$ cat src/rtl/tcpopp_pkg.sv
// Package for the TCP option presence parser: word types, phase and stop codes,
// option kind codes and the kind-to-bitmap mapping.
// Depends on nothing; used by the parser and its checker.
package tcpopp_pkg;

  // Default limit on options handled, NOP included.
  localparam int unsigned MAX_OPTIONS_DEF = 10;

  // Option kind codes.
  localparam logic [7:0] KIND_EOL  = 8'd0;
  localparam logic [7:0] KIND_NOP  = 8'd1;
  localparam logic [7:0] KIND_MSS  = 8'd2;
  localparam logic [7:0] KIND_WS   = 8'd3;
  localparam logic [7:0] KIND_SACK = 8'd4;
  localparam logic [7:0] KIND_TS   = 8'd8;

  // Smallest legal option length.
  localparam logic [7:0] MIN_OPT_LEN = 8'd2;

  // Bitmap positions.
  localparam logic [3:0] BIT_MSS  = 4'b0001;
  localparam logic [3:0] BIT_WS   = 4'b0010;
  localparam logic [3:0] BIT_SACK = 4'b0100;
  localparam logic [3:0] BIT_TS   = 4'b1000;

  typedef enum logic [1:0] {
    PH_KIND = 2'd0,
    PH_LEN  = 2'd1,
    PH_SKIP = 2'd2,
    PH_STOP = 2'd3
  } phase_e;

  typedef enum logic [1:0] {
    STOP_HDR_END = 2'd0,
    STOP_EOL     = 2'd1,
    STOP_BAD_LEN = 2'd2,
    STOP_LIMIT   = 2'd3
  } stop_reason_e;

  typedef struct packed {
    logic       kind;
    logic [7:0] option_byte;
    logic       first_byte;
    logic       last_byte;
  } in_word_t;

  typedef struct packed {
    logic [3:0] option_bitmap;
    logic [1:0] stop_reason;
  } out_word_t;

  function automatic logic [3:0] bit_for_kind(input logic [7:0] k);
    logic [3:0] b;
    unique case (k)
      KIND_MSS:  b = BIT_MSS;
      KIND_WS:   b = BIT_WS;
      KIND_SACK: b = BIT_SACK;
      KIND_TS:   b = BIT_TS;
      default:   b = 4'b0000;
    endcase
    return b;
  endfunction

endpackage

$ cat src/rtl/tcp_option_presence_parser.sv
// Output: a result word is registered and appears on the output at the edge that takes
// its last option byte (or its empty-header word).
// Throughput: one input word per cycle; the input stalls only while a finished
// result waits in the output register and the consumer stalls it.
// Reset (rst_ni low, asynchronous) returns the parser to "expecting option kind"
// with an empty bitmap and clears the output valid flag.
module tcp_option_presence_parser #(
  parameter int unsigned MaxOptions = tcpopp_pkg::MAX_OPTIONS_DEF
) (
  input  logic                 clk_i,
  input  logic                 rst_ni,
  input  logic                 in_valid_i,
  output logic                 in_stall_o,
  input  tcpopp_pkg::in_word_t in_word_i,
  output logic                 out_valid_o,
  input  logic                 out_stall_i,
  output tcpopp_pkg::out_word_t out_word_o
);
  import tcpopp_pkg::*;

  // The handled-option counter never passes MaxOptions, because parsing stops
  // the moment it gets there.
  localparam int unsigned CntW = $clog2(MaxOptions + 1);
  localparam logic [CntW-1:0] CntMax = CntW'(MaxOptions);

  // Parse state. The pending kind is kept already mapped to its bitmap bit,
  // since that is all the length byte needs from it.
  phase_e       phase_q, phase_d;
  logic [7:0]   skip_q, skip_d;
  logic [CntW-1:0] cnt_q, cnt_d;
  logic [3:0]   seen_q, seen_d;
  stop_reason_e reason_q, reason_d;
  logic [3:0]   pend_q, pend_d;

  // Output register.
  logic      out_valid_q;
  out_word_t out_word_q, out_word_d;

  logic accept;
  logic emit;

  // Working copies: the state as seen by this byte, after an optional restart.
  phase_e       ph_cur;
  logic [7:0]   skip_cur;
  logic [CntW-1:0] cnt_cur;
  logic [3:0]   seen_cur;
  stop_reason_e reason_cur;
  logic [3:0]   pend_cur;

  // The input is held off only while a finished result is stuck in the output
  // register; otherwise that register is free or empties this very cycle.
  assign in_stall_o = out_valid_q && out_stall_i;
  assign accept     = in_valid_i && !in_stall_o;

  always_comb begin
    logic [CntW-1:0] cnt_inc;
    logic            do_count;

    // A first byte restarts the header walk before the byte is parsed.
    if (in_word_i.first_byte) begin
      ph_cur     = PH_KIND;
      skip_cur   = '0;
      cnt_cur    = '0;
      seen_cur   = '0;
      reason_cur = STOP_HDR_END;
      pend_cur   = '0;
    end else begin
      ph_cur     = phase_q;
      skip_cur   = skip_q;
      cnt_cur    = cnt_q;
      seen_cur   = seen_q;
      reason_cur = reason_q;
      pend_cur   = pend_q;
    end

    phase_d  = ph_cur;
    skip_d   = skip_cur;
    cnt_d    = cnt_cur;
    seen_d   = seen_cur;
    reason_d = reason_cur;
    pend_d   = pend_cur;
    do_count = 1'b0;
    cnt_inc  = cnt_cur + CntW'(1);

    unique case (ph_cur)
      PH_KIND: begin
        if (in_word_i.option_byte == KIND_EOL) begin
          phase_d  = PH_STOP;
          reason_d = STOP_EOL;
        end else if (in_word_i.option_byte == KIND_NOP) begin
          do_count = 1'b1;
        end else begin
          pend_d  = bit_for_kind(in_word_i.option_byte);
          phase_d = PH_LEN;
        end
      end
      PH_LEN: begin
        if (in_word_i.option_byte < MIN_OPT_LEN) begin
          phase_d  = PH_STOP;
          reason_d = STOP_BAD_LEN;
        end else begin
          seen_d   = seen_cur | pend_cur;
          skip_d   = in_word_i.option_byte - MIN_OPT_LEN;
          phase_d  = (in_word_i.option_byte == MIN_OPT_LEN) ? PH_KIND : PH_SKIP;
          do_count = 1'b1;
        end
      end
      PH_SKIP: begin
        // The body count is at least one on entry to this phase.
        skip_d = skip_cur - 8'd1;
        if (skip_cur == 8'd1) begin
          phase_d = PH_KIND;
        end
      end
      PH_STOP: begin
        // Bytes after a stop are ignored up to the header end.
      end
      default: begin
      end
    endcase

    // Counting an option may reach the limit, which overrides the phase.
    if (do_count) begin
      cnt_d = cnt_inc;
      if (cnt_inc >= CntMax) begin
        phase_d  = PH_STOP;
        reason_d = STOP_LIMIT;
      end
    end

    // The result word: an empty header reports nothing found; otherwise the
    // stop reason only counts when parsing actually stopped.
    if (in_word_i.kind) begin
      out_word_d.option_bitmap = '0;
      out_word_d.stop_reason   = STOP_HDR_END;
    end else begin
      out_word_d.option_bitmap = seen_d;
      out_word_d.stop_reason   = (phase_d == PH_STOP) ? reason_d : STOP_HDR_END;
    end

    emit = in_word_i.kind || in_word_i.last_byte;

    // After any result the parser goes back to its idle state, so a byte
    // without first_byte still begins a fresh header.
    if (emit) begin
      phase_d  = PH_KIND;
      skip_d   = '0;
      cnt_d    = '0;
      seen_d   = '0;
      reason_d = STOP_HDR_END;
      pend_d   = '0;
    end
  end

  always_ff @(posedge clk_i or negedge rst_ni) begin
    if (!rst_ni) begin
      phase_q  <= PH_KIND;
      skip_q   <= '0;
      cnt_q    <= '0;
      seen_q   <= '0;
      reason_q <= STOP_HDR_END;
      pend_q   <= '0;
    end else if (accept) begin
      phase_q  <= phase_d;
      skip_q   <= skip_d;
      cnt_q    <= cnt_d;
      seen_q   <= seen_d;
      reason_q <= reason_d;
      pend_q   <= pend_d;
    end
  end

  // Output valid: set by an accepted word that ends a header, cleared once the
  // consumer takes the result.
  always_ff @(posedge clk_i or negedge rst_ni) begin
    if (!rst_ni) begin
      out_valid_q <= 1'b0;
    end else if (accept && emit) begin
      out_valid_q <= 1'b1;
    end else if (!out_stall_i) begin
      out_valid_q <= 1'b0;
    end
  end

  always_ff @(posedge clk_i) begin
    if (accept && emit) begin
      out_word_q <= out_word_d;
    end
  end

  assign out_valid_o = out_valid_q;
  assign out_word_o  = out_word_q;

endmodule

$ cat config.mk
export PLATFORM = sky130hd
export DESIGN_NAME = tcp_option_presence_parser
export DESIGN_NICKNAME = d
export VERILOG_FILES = /design/src/rtl/tcpopp_pkg.sv /design/src/rtl/tcp_option_presence_parser.sv
export SDC_FILE = /design/constraint.sdc
export NUM_CORES = 1
export LEC_CHECK = 0
export BUFFER_PORTS_ARGS = -buffer_cell sky130_fd_sc_hd__buf_2
export CORE_ASPECT_RATIO = 0.7
export CORE_MARGIN = 2
export CORE_UTILIZATION = 35
export DETAILED_ROUTE_END_ITERATION = 16
export GPL_TIMING_DRIVEN = 0
export PLACE_DENSITY = 0.6
export SLEW_MARGIN = 15
export SYNTH_ARGS = -nofsm -noshare
export SYNTH_HDL_FRONTEND = slang
export SYNTH_SLANG_ARGS = --single-unit
$ cat constraint.sdc
create_clock -name clk_i -period 4.7 [get_ports clk_i]
set_input_delay 0.705 -clock clk_i [delete_from_list [all_inputs] [get_ports clk_i]]
set_output_delay 0.705 -clock clk_i [all_outputs]
set_load 0.05 [all_outputs]
Yosys cells after proc, flatten, opt, wreduce, memory -nomap -nowiden
Index checks and enable logic that the tools add are counted.
{"block": "op_classes", "n_reduce_logical": 8, "shift": 0, "mux": 40, "eq_ne": 10, "order_cmp": 2, "bitwise_logic": 2, "add_sub_neg": 3, "n_mul": 0, "n_div": 0}
{"operator": "$mux W4", "n": 12}
{"operator": "$mux W2", "n": 15}
{"operator": "$mux W8", "n": 3}
{"operator": "$eq A8 B1 Y1 const B", "n": 2}
{"operator": "$eq A8 B2 Y1 const B", "n": 2}
{"operator": "$pmux W4 S4", "n": 1}
{"operator": "$pmux W8 S2", "n": 1}
{"operator": "$eq A8 B3 Y1 const B", "n": 1}
{"operator": "$eq A8 B4 Y1 const B", "n": 1}
{"operator": "$logic_not A8 Y1", "n": 1}
{"operator": "$lt A8 B2 Y1 const B", "n": 1}
{"operator": "$sub A8 B1 Y8 const B", "n": 1}
{"operator": "$sub A8 B2 Y8 const B", "n": 1}
{"operator": "$pmux W2 S3", "n": 1}
{"operator": "$mux W1", "n": 5}
{"operator": "$add A4 B1 Y4 const B", "n": 1}
{"operator": "$eq A2 B2 Y1 const B", "n": 2}
{"operator": "$ge A4 B4 Y1 const B", "n": 1}
{"operator": "$or A4 B4 Y4", "n": 1}
{"operator": "$pmux W2 S2", "n": 1}
{"operator": "$logic_and A1 B1 Y1", "n": 3}
{"operator": "$eq A2 B1 Y1 const B", "n": 1}
{"operator": "$logic_not A2 Y1", "n": 1}
{"operator": "$ne A2 B1 Y1 const B", "n": 1}
{"operator": "5 further kinds", "n": 5}
{"block": "word_totals", "ff_bits": 31, "mem_count": 0, "ramBits": 0, "in_bits": 15, "out_inout_bits": 8, "latch_bits": 0, "mem_bits_ro": 0}

Depth between registers and ports, before layout
Gate-level depths: netlist of run 1.
{"block": "depth", "ltp_word": 9, "ltp_mapped": 9}

Worst setup path after synthesis of run 1
Ideal clock, no wire load.
{"block": "synth_path", "path_type": "input -> register", "startpoint": "in in_word_i[1] (netlist bit)", "endpoint": "reg out_word_q, in the netlist out_word_o[0], data pin", "slack_ns": 2.126, "arrival_ns": 2.310, "stages": 9, "required_time_ns": 4.436, "path_buffers": 2, "path_cell_list": "clkbuf_1 -> clkbuf_1 -> nand2b_1 -> inv_1 -> ha_1 -> xnor2_1 -> a221oi_4 -> o31ai_2 -> nor3_1"}
{"block": "synth_between", "elab_chain_cells": 9}
{"item": "from (decl)", "line": "tcp_option_presence_parser.sv:14", "source": "input tcpopp_pkg::in_word_t in_word_i,"}
{"item": "branches (longest 9 deep; another with $add A4 B1 Y4)"}
{"item": "to (signal assigned)", "line": "tcp_option_presence_parser.sv:187", "source": "out_word_q <= out_word_d;"}
{"item": "to (decl)", "line": "tcp_option_presence_parser.sv:37", "source": "out_word_t out_word_q, out_word_d;"}
Parallel ways; which one is timed is not known.
A chain may end at the register's enable or synchronous reset.

Final worst setup path of run 1
{"block": "layout_path", "startpoint": "in in_word_i[1] (netlist bit)", "endpoint": "reg out_word_q, in the netlist out_word_o[1], data pin"}
The elaborated chain is that of the path after synthesis.

==> metrics.txt, run 1 <==
status=finished clean; number of global-route vias before repair=1814; Slew headroom=0.457; clock tree buffer depth=2; via count=2015; final hold vios=0; Critical Path Max Stage Delay=0.50 ns; Synth Area in Adders=0.0513; largest net degree at the start of global routing=26; Leak=0.00107 uW; post-DP HPWL=4340 um; Root Driver=clkbuf_8; highest-count cells in the layout ignoring fill and taps=25 x dfrtp_1, 20 x nand2_1, 20 x buf_2; Inserted Diodes=0; initial antenna violation count=0; Worst-path clk slew=0.07 ns; Ys Warns=0; syn_area_per_cell=9.11 um^2; DRC=0; most frequent CP cell=clkbuf_1; Async SR Flop Fraction=0.806; GPL Wtd Cong=0.900; R2R depth=9; maxcap violations=0; Core ar.=0.00616 mm^2; Worst path slowest cell=clkbuf_1; pwr dens=266 mW/mm^2; DRT iter0 DRCs=189; fin nets=292; Worst R2R Start=phase_q[1]$_DFFE_PN0P_; XOR/XNOR Fraction of Synth Area=0.0160; post-synthesis simple-gate area fraction=0.226; CTS buffer count=5; Tcrit/Tclk final=0.657; post_cts resized=0; Distinct cells, synth=60; first-pass GRT wire length=9580 um; total gr overflow=0; drt via density=5.81; Area Growth Syn to Fin=13.9%; hold_buf cts=0; share of layout cells above drive strength 1=0.167; worst vdd ir=0.0975 mV; Fmax=324 MHz; CP delay by family, top=buffers and inverters; CP Cell Sequence=buf_2 -> clkbuf_1 -> clkbuf_1 -> nand2b_1 -> inv_1 -> ha_1 -> xnor2_1 -> a221oi_4 -> o31ai_2 -> nor3_1; Top FF cell, synth=dfrtp_1; CP arrival=3.22 ns; H-Tree Depth=2; kind of critical path=in -> reg; Mapped Nets=265; Util after Layout=0.406; Tmin final=3.09 ns; Hold Path Class=in -> async; drt pass-1 iters=6; r2r setup slk=2.15 ns; final total negative setup slack=0 ns; Max Clock Skew=0.00407 ns; Worst setup SP type=primary input; # clock sinks=31; Die H=70.3 um; flops & latches, synth=31; CTS tree=yes; Routed Antenna Nets=0; io pins=23; CP Capture Type=flop; Syn Std Cell Area=0.00219 mm^2; fraction of synthesized area in multiplexers=0.00912; CP bufs+invs=4; Crit Path Max Fanout=10; total global-route track usage=0.176; CP required=4.83 ns; worst-margin pin slew=0.808 ns; Die Area=0.00693 mm^2; number of port buffers=20; number of synthesized flops with an enable pin=6; sequential fraction of the synthesis area=0.367; commonest non-fill, non-tap cell in the layout=dfrtp_1; Compound-Gate Fraction of Synth Area=0.283; Power Total=664 uW; RSZ-0062 raised after global routing=false; # Post-CTS Setup Buffers=0; initial core utilization=0.357; largest family of logic cells by synthesized area=compound AO/OA/AOI/OAI gates; Worst R2R End=out_word_o[1]$_SDFFCE_PP0P_; final wirelength=5910 um; # rows=24; DIE WIDTH=98.6 um; final setup vio count=0; max-slew violation count=0; worst skew pair latency=0.29 ns; Gate Count Post-Synth=241; WL/cell=17.0 um
synthesized netlist by cell type (all sizes together) (2+ instances only):
cell / count / share of area
edfxtp: 6 / 0.082
nor2b: 5 / 0.014
mux2i: 2 / 0.0091
o21a: 2 / 0.0068
a22o: 7 / 0.028
a211o: 2 / 0.0080
nand2: 20 / 0.034
inv: 16 / 0.027
buf: 3 / 0.012
and2: 2 / 0.0057
o31ai: 2 / 0.0091
o21ai: 18 / 0.041
nand4: 2 / 0.013
xor2: 3 / 0.012
o2bb2ai: 5 / 0.020
nand3b: 2 / 0.0068
a21boi: 3 / 0.010
a31oi: 2 / 0.0057
dfrtp: 25 / 0.29
a21oi: 20 / 0.047
o211ai: 2 / 0.013
nand2b: 12 / 0.035
clkbuf: 5 / 0.0086
nor2: 14 / 0.024
a32o: 3 / 0.014
a31o: 2 / 0.0080
o32ai: 2 / 0.0080
nand3: 6 / 0.014
o22ai: 3 / 0.0086
nor4: 4 / 0.021
ha: 9 / 0.051
nor3: 14 / 0.037
a221oi: 4 / 0.030
state kept, by name, summed over array words and instances, names as in the netlist:
name and cells:
cnt_q 4, out_valid_o 1, phase_q 2, pend_q 4
reason_q 2, skip_q 8, seen_q 4, out_word_o 6
layout make-up:
cell class / count / area [um^2]
Timing Repair Buffer: 20 / 100
Fill cell: 597 / 3660
Inverter: 16 / 60.1
Multi-Input combinational cell: 186 / 1280
Tap cell: 78 / 97.6
Clock buffer: 5 / 68.8
Clock inverter: 3 / 38.8
Buffer: 8 / 45.0
Sequential cell: 31 / 806
layer usage:
layer,vias up,share of wire,global-route usage
met5,-,0,0
met4,0,0.0063,0.0426
met1,986,0.52,0.275
li1,951,-,-
met2,73,0.41,0.246
met3,5,0.070,0.0370
power by group:
part           internal (uW)  switching, uW
clock network            155            110
logic                   33.0           83.0
registers                280           2.96
metrics by stage:
step	setup slack [ns]	area (um^2)	std cells	hold slack, ns
6_report	1.61	2500	347	0.414
4_1_cts	1.65	2500	347	0.432
3_5_place_dp	1.35	2390	339	0.490
3_3_place_gp	1.32	2390	339	0.475
5_1_grt	1.43	2500	347	0.460
2_1_floorplan	2.13	2190	241	0.409
worst max path at each step:
stage | from | to | slack (ns) | depth (start not counted)
floorplan | in_word_i[1] | out_word_o[0]$_SDFFCE_PP0P_ | 2.13 | 9
global placement | in_word_i[1] | out_word_o[1]$_SDFFCE_PP0P_ | 1.32 | 10
detailed placement | in_word_i[1] | out_word_o[0]$_SDFFCE_PP0P_ | 1.35 | 10
CTS | in_word_i[1] | out_word_o[0]$_SDFFCE_PP0P_ | 1.65 | 10
global route | in_word_i[1] | out_word_o[1]$_SDFFCE_PP0P_ | 1.43 | 10
finish | in_word_i[1] | out_word_o[1]$_SDFFCE_PP0P_ | 1.61 | 10
logic make-up (layout without fill, tap and decap cells):
| group | Yosys count | in the layout |
|---|---|---|
| muxes | 2 | 2 |
| xor gates and xnor gates | 4 | 4 |
| adders and majority gates | 9 | 9 |
| buffers and inverters | 24 | 52 |
| AOI/OAI and AO/OA | 84 | 84 |
| DFF | 31 | 31 |
| and+or+nand+nor | 87 | 87 |
Power figures use the tool's default switching activity.
==> inputs of run 2 (changes only) <==
==> constraint.sdc (replaced) <==
create_clock -name clk_i -period 3 [get_ports clk_i]
set_input_delay 0.45 -clock clk_i [delete_from_list [all_inputs] [get_ports clk_i]]
set_output_delay 0.45 -clock clk_i [all_outputs]
set_load 0.05 [all_outputs]
==> run 2 against run 1 <==
Non-clock buffer count is the same; highest routed layer unchanged; core utilization grew 0.14 points; setup slack lost 1.3 ns; count of clock-buffer cells in the layout is the same; final cell count is the same.
==> metrics.txt, run 2 (synthesized netlist as in run 1, its figures left out) <==
# clock sinks=31; Place WS=-0.0968 ns; drt pass-1 iters=5; r2r setup slk=0.48 ns; WHS=0.159 ns; Leak=0.00107 uW; Util after Layout=0.408; first-pass GRT wire length=9580 um; final hold vios=0; Core ar.=0.00616 mm^2; share of layout cells above drive strength 1=0.171; Worst R2R Start=phase_q[1]$_DFFE_PN0P_; worst-margin pin slew=0.812 ns; number of port buffers=20; most flop-heavy register=skip_q; Routed Antenna Nets=0; CP Cell Sequence=buf_2 -> clkbuf_1 -> nand2b_1 -> ha_1 -> clkbuf_1 -> inv_1 -> a211o_1 -> a31oi_1 -> o31ai_2 -> nor3_1; worst skew pair latency=0.29 ns; number of global-route vias before repair=1814; kind of critical path=in -> reg; final total negative setup slack=0 ns; most frequent CP cell=clkbuf_1; Setup crit end=out_word_o[1]$_SDFFCE_PP0P_; PnR worst setup slack=0.275 ns; total global-route track usage=0.176; initial core utilization=0.357; Tmin final=2.73 ns; CP Capture Type=flop; fillcell total=594; Max Clock Skew=0.00506 ns; GPL Wtd Cong=0.900; CP required=3.13 ns; Tcrit/Tclk final=0.908; post-DP HPWL=4340 um; final setup vio count=0; Hold Path Class=in -> async; cell depth of the worst setup path=10; highest-count cells in the layout ignoring fill and taps=25 x dfrtp_1, 20 x nand2_1, 20 x buf_2; via count=2011; hold_buf cts=0; total gr overflow=0; Crit Path Max Fanout=10; H-Tree Depth=2; Worst path slowest cell=clkbuf_1; fin nets=292; final wirelength=5930 um; DRC=0; Slew headroom=0.454; pwr dens=415 mW/mm^2; CTS tree=yes; RSZ-0062 raised after global routing=false; Worst setup SP type=primary input; Root Driver=clkbuf_8; largest net degree at the start of global routing=26; Worst-path clk slew=0.07 ns; Die Area=0.00693 mm^2; Largest register FFs=8; # Post-CTS Setup Buffers=0; clock tree buffer depth=2; R2R depth=9; Die H=70.3 um; Area Growth Syn to Fin=14.3%; CTS buffer count=5; DIE WIDTH=98.6 um; io pins=23; CP delay by family, top=buffers and inverters; drt via density=5.80; status=finished clean; CP arrival=2.85 ns; worst vdd ir=0.152 mV; # rows=24; commonest non-fill, non-tap cell in the layout=dfrtp_1; maxcap violations=0; launch point of the critical path=in_word_i[1]; WL/cell=17.1 um; max-slew violation count=0; Fmax=367 MHz; CP bufs+invs=4; DRT iter0 DRCs=184; initial antenna violation count=0; Inserted Diodes=0; Worst R2R End=out_word_o[1]$_SDFFCE_PP0P_; Critical Path Max Stage Delay=0.37 ns
run 2: how the worst min path moves through the flow:
stage	start	endpoint	slack (ns)	cells past startpoint
after floorplan	rst_ni	cnt_q[0]$_DFFE_PN0P_	0.15	0
after global placement	reason_q[0]$_DFFE_PN0P_	reason_q[0]$_DFFE_PN0P_	0.47	2
after detailed placement	phase_q[0]$_DFFE_PN0P_	phase_q[0]$_DFFE_PN0P_	0.49	2
after CTS	rst_ni	pend_q[0]$_DFFE_PN0P_	0.18	1
after global routing	rst_ni	pend_q[0]$_DFFE_PN0P_	0.21	1
final	rst_ni	pend_q[0]$_DFFE_PN0P_	0.16	1
run 2: report_power, final:
group          switching, uW  total [uW]  internal (uW)
Combinational            131         183           52.3
Clock                    173         416            243
Sequential              4.62         443            438
Total                    308        1040            734
run 2: per-stage QoR:
| step | cells | cell area [um^2] | total power, uW |
|---|---|---|---|
| detailed placement | 339 | 2390 | 631 |
| finish | 347 | 2510 | 1040 |
| global route | 347 | 2510 | 1090 |
| global placement | 339 | 2390 | 631 |
| floorplan | 241 | 2190 | 569 |
| CTS | 347 | 2500 | 1050 |
run 2: worst register-to-register path, delay by kind of cell (launching register included):
kind | cells | cell delay [ns]
adder cells (fa/ha/maj) | 1 | 0.17
flip-flops | 1 | 0.40
buffers and inverters | 3 | 0.69
AO/OA/AOI/OAI | 3 | 0.72
AND/OR/NAND/NOR | 2 | 0.37
run 2: final cells by class:
cell class,count,area [um^2],share of cell area
multi-input combinational,186,1290,0.515
sequential,31,806,0.321
timing repair buffer,20,100,0.0399
tap,78,97.6,0.0389
clock buffer,5,68.8,0.0274
inverter,16,60.1,0.0239
buffer,8,46.3,0.0185
clock inverter,3,38.8,0.0155
run 2: timing repair:
| item | CTS | global route |
|---|---|---|
| endpoints found under the setup margin | 0 | 2 |
| endpoints found under the hold margin | 0 | 0 |
| gates resized for setup | 0 | 3 |
run 2: per-layer routing:
layer	share of wire	GRT usage
met5	0	0
met4	0.0096	0.0426
met3	0.080	0.0370
met2	0.40	0.246
met1	0.51	0.275
==> inputs of run 3 (changes only) <==
--- a/config.mk
+++ b/config.mk
@@ -11,7 +11,7 @@
 export CORE_UTILIZATION = 35
 export DETAILED_ROUTE_END_ITERATION = 16
 export GPL_TIMING_DRIVEN = 0
-export PLACE_DENSITY = 0.6
+export PLACE_DENSITY_LB_ADDON = 0.12
 export SLEW_MARGIN = 15
 export SYNTH_ARGS = -nofsm -noshare
 export SYNTH_HDL_FRONTEND = slang
==> run 3 against run 2 <==
Final cell count unchanged; clock skew barely moved; fmax is 3.3% lower; critical endpoint is now out_word_o[0]$_SDFFCE_PP0P_; critical path depth unchanged; combinational power about the same; flip-flop and latch count did not move; setup slack got worse by 0.092 ns; first-iteration DRC count shrank 9.2%; critical path type unchanged; global-route usage is 1.1 points higher.
==> metrics.txt, run 3 (synthesized netlist as in run 1, its figures left out) <==
Inserted Diodes=0; CP required=3.13 ns; via count=1986; initial antenna violation count=0; Max Clock Skew=0.00499 ns; Tcrit/Tclk final=0.939; Comb power frac=0.175; post-DP HPWL=4540 um; Fmax=355 MHz; Worst path slowest cell=buf_1; largest net degree at the start of global routing=26; # Post-CTS Setup Buffers=0; total gr overflow=0; area of the multi-input gates=0.00128 mm^2; Root Driver=clkbuf_8; most flop-heavy register=skip_q; kind of critical path=in -> reg; RSZ-0062 raised after global routing=false; Leak=0.00107 uW; CTS tree=yes; R2R depth=9; Clock Power Share=0.400; placed cells=339; CP Cell Sequence=buf_2 -> clkbuf_1 -> buf_1 -> nand2b_1 -> inv_1 -> ha_1 -> xnor2_1 -> a221oi_4 -> o31ai_2 -> nor3_1; Largest register FFs=8; final hold vios=0; drt via density=5.72; max-slew violation count=0; H-Tree Depth=2; Seq pwr share=0.426; highest-count cells in the layout ignoring fill and taps=25 x dfrtp_1, 20 x nand2_1, 20 x buf_2; CP arrival=2.95 ns; Die H=70.3 um; final wirelength=6100 um; switching pwr=307 uW; drt pass-1 iters=5; DRT iter0 DRCs=167; initial core utilization=0.357; CTS buffer count=5; Routed Antenna Nets=0; cell area after layout=0.00250 mm^2; Crit Path Max Fanout=10; Die Area=0.00693 mm^2; WHS=0.165 ns; final total negative setup slack=0 ns; number of global-route vias before repair=1831; Core ar.=0.00616 mm^2; launch point of the critical path=in_word_i[1]; Cell Area, Placed=0.00239 mm^2; CP delay by family, top=buffers and inverters; Slew headroom=0.387; worst skew pair latency=0.29 ns; WL/cell=17.6 um; GPL Wtd Cong=0.904; final setup vio count=0; Worst R2R Start=phase_q[1]$_DFFE_PN0P_; fillcell total=636; Critical Path Max Stage Delay=0.53 ns; # rows=24; worst-margin pin slew=0.913 ns; Hold Path Class=in -> async; FF+latch area=806 um^2; Sw Share=0.295; DIE WIDTH=98.6 um; share of layout cells above drive strength 1=0.167; Area Growth Syn to Fin=13.9%; worst vdd ir=0.183 mV; commonest non-fill, non-tap cell in the layout=dfrtp_1; fin nets=292; clock tree buffer depth=2; DRC=0; first-pass GRT wire length=10000 um; Worst-path clk slew=0.07 ns; Worst setup SP type=primary input; # clock sinks=31; maxcap violations=0; Setup crit end=out_word_o[0]$_SDFFCE_PP0P_; CP bufs+invs=4; r2r setup slk=0.49 ns; pwr dens=416 mW/mm^2; io pins=23; total global-route track usage=0.187; CP Capture Type=flop; status=finished clean; Power Total=1040 uW; P_int=733 uW; number of port buffers=20; Post-Layout Cell Count=347; Worst R2R End=out_word_o[0]$_SDFFCE_PP0P_; Tmin final=2.82 ns; cell depth of the worst setup path=10
==> run 3: timing repair <==
action | CTS | global route
setup endpoints to repair | 0 | 1
hold endpoints to repair | 0 | 0
hold buffers | 0 | 0
gates resized for setup | 0 | 1
==> run 3: worst register-to-register path, stage by stage (launching register included) <==
cell and delay (ns):
dfrtp_1 0.39, nand2b_2 0.17, inv_1 0.16, ha_1 0.15, clkbuf_1 0.37, inv_1 0.19, a211o_1 0.30, a31oi_1 0.31
o31ai_2 0.12, nor3_1 0.19
==> run 3: area by class of cell <==
class | count | share of cell area
Timing Repair Buffer | 20 | 0.0400
Clock buffer | 5 | 0.0275
Inverter | 16 | 0.0240
Tap cell | 78 | 0.0390
Multi-Input combinational cell | 186 | 0.514
Clock inverter | 3 | 0.0155
Sequential cell | 31 | 0.322
Buffer | 8 | 0.0180
==> run 3: through the flow <==
stage	setup slack (ns)	util
final	0.183	0.406
after global routing	0.00102	0.406
after CTS	0.220	0.406
after detailed placement	-0.0595	0.389
after global placement	-0.117	0.389
after floorplan	0.681	-
==> run 3: worst min path at each step <==
| stage | endpoint | slack [ns] | cells after the start |
|---|---|---|---|
| floorplan | cnt_q[0]$_DFFE_PN0P_ | 0.15 | 0 |
| global placement | phase_q[0]$_DFFE_PN0P_ | 0.48 | 2 |
| detailed placement | reason_q[0]$_DFFE_PN0P_ | 0.48 | 2 |
| CTS | skip_q[3]$_DFFE_PN0P_ | 0.19 | 1 |
| global route | skip_q[3]$_DFFE_PN0P_ | 0.22 | 1 |
| finish | skip_q[0]$_DFFE_PN0P_ | 0.16 | 1 |
==> run 3: metal layers <==
metal,vias up,part of all wire,GRT usage
met1,942,0.52,0.298
met2,81,0.39,0.247
met5,-,0,0
met3,9,0.076,0.0470
li1,954,-,-
met4,0,0.011,0.0487
==> run 3: power groups by stage <==
stage | clock network (uW) | logic [uW] | registers [uW]
2_1_floorplan | 0 | 98.5 | 470
3_3_place_gp | 0 | 181 | 451
4_1_cts | 425 | 182 | 443
5_1_grt | 443 | 199 | 444
3_5_place_dp | 0 | 181 | 451
6_report | 416 | 181 | 442
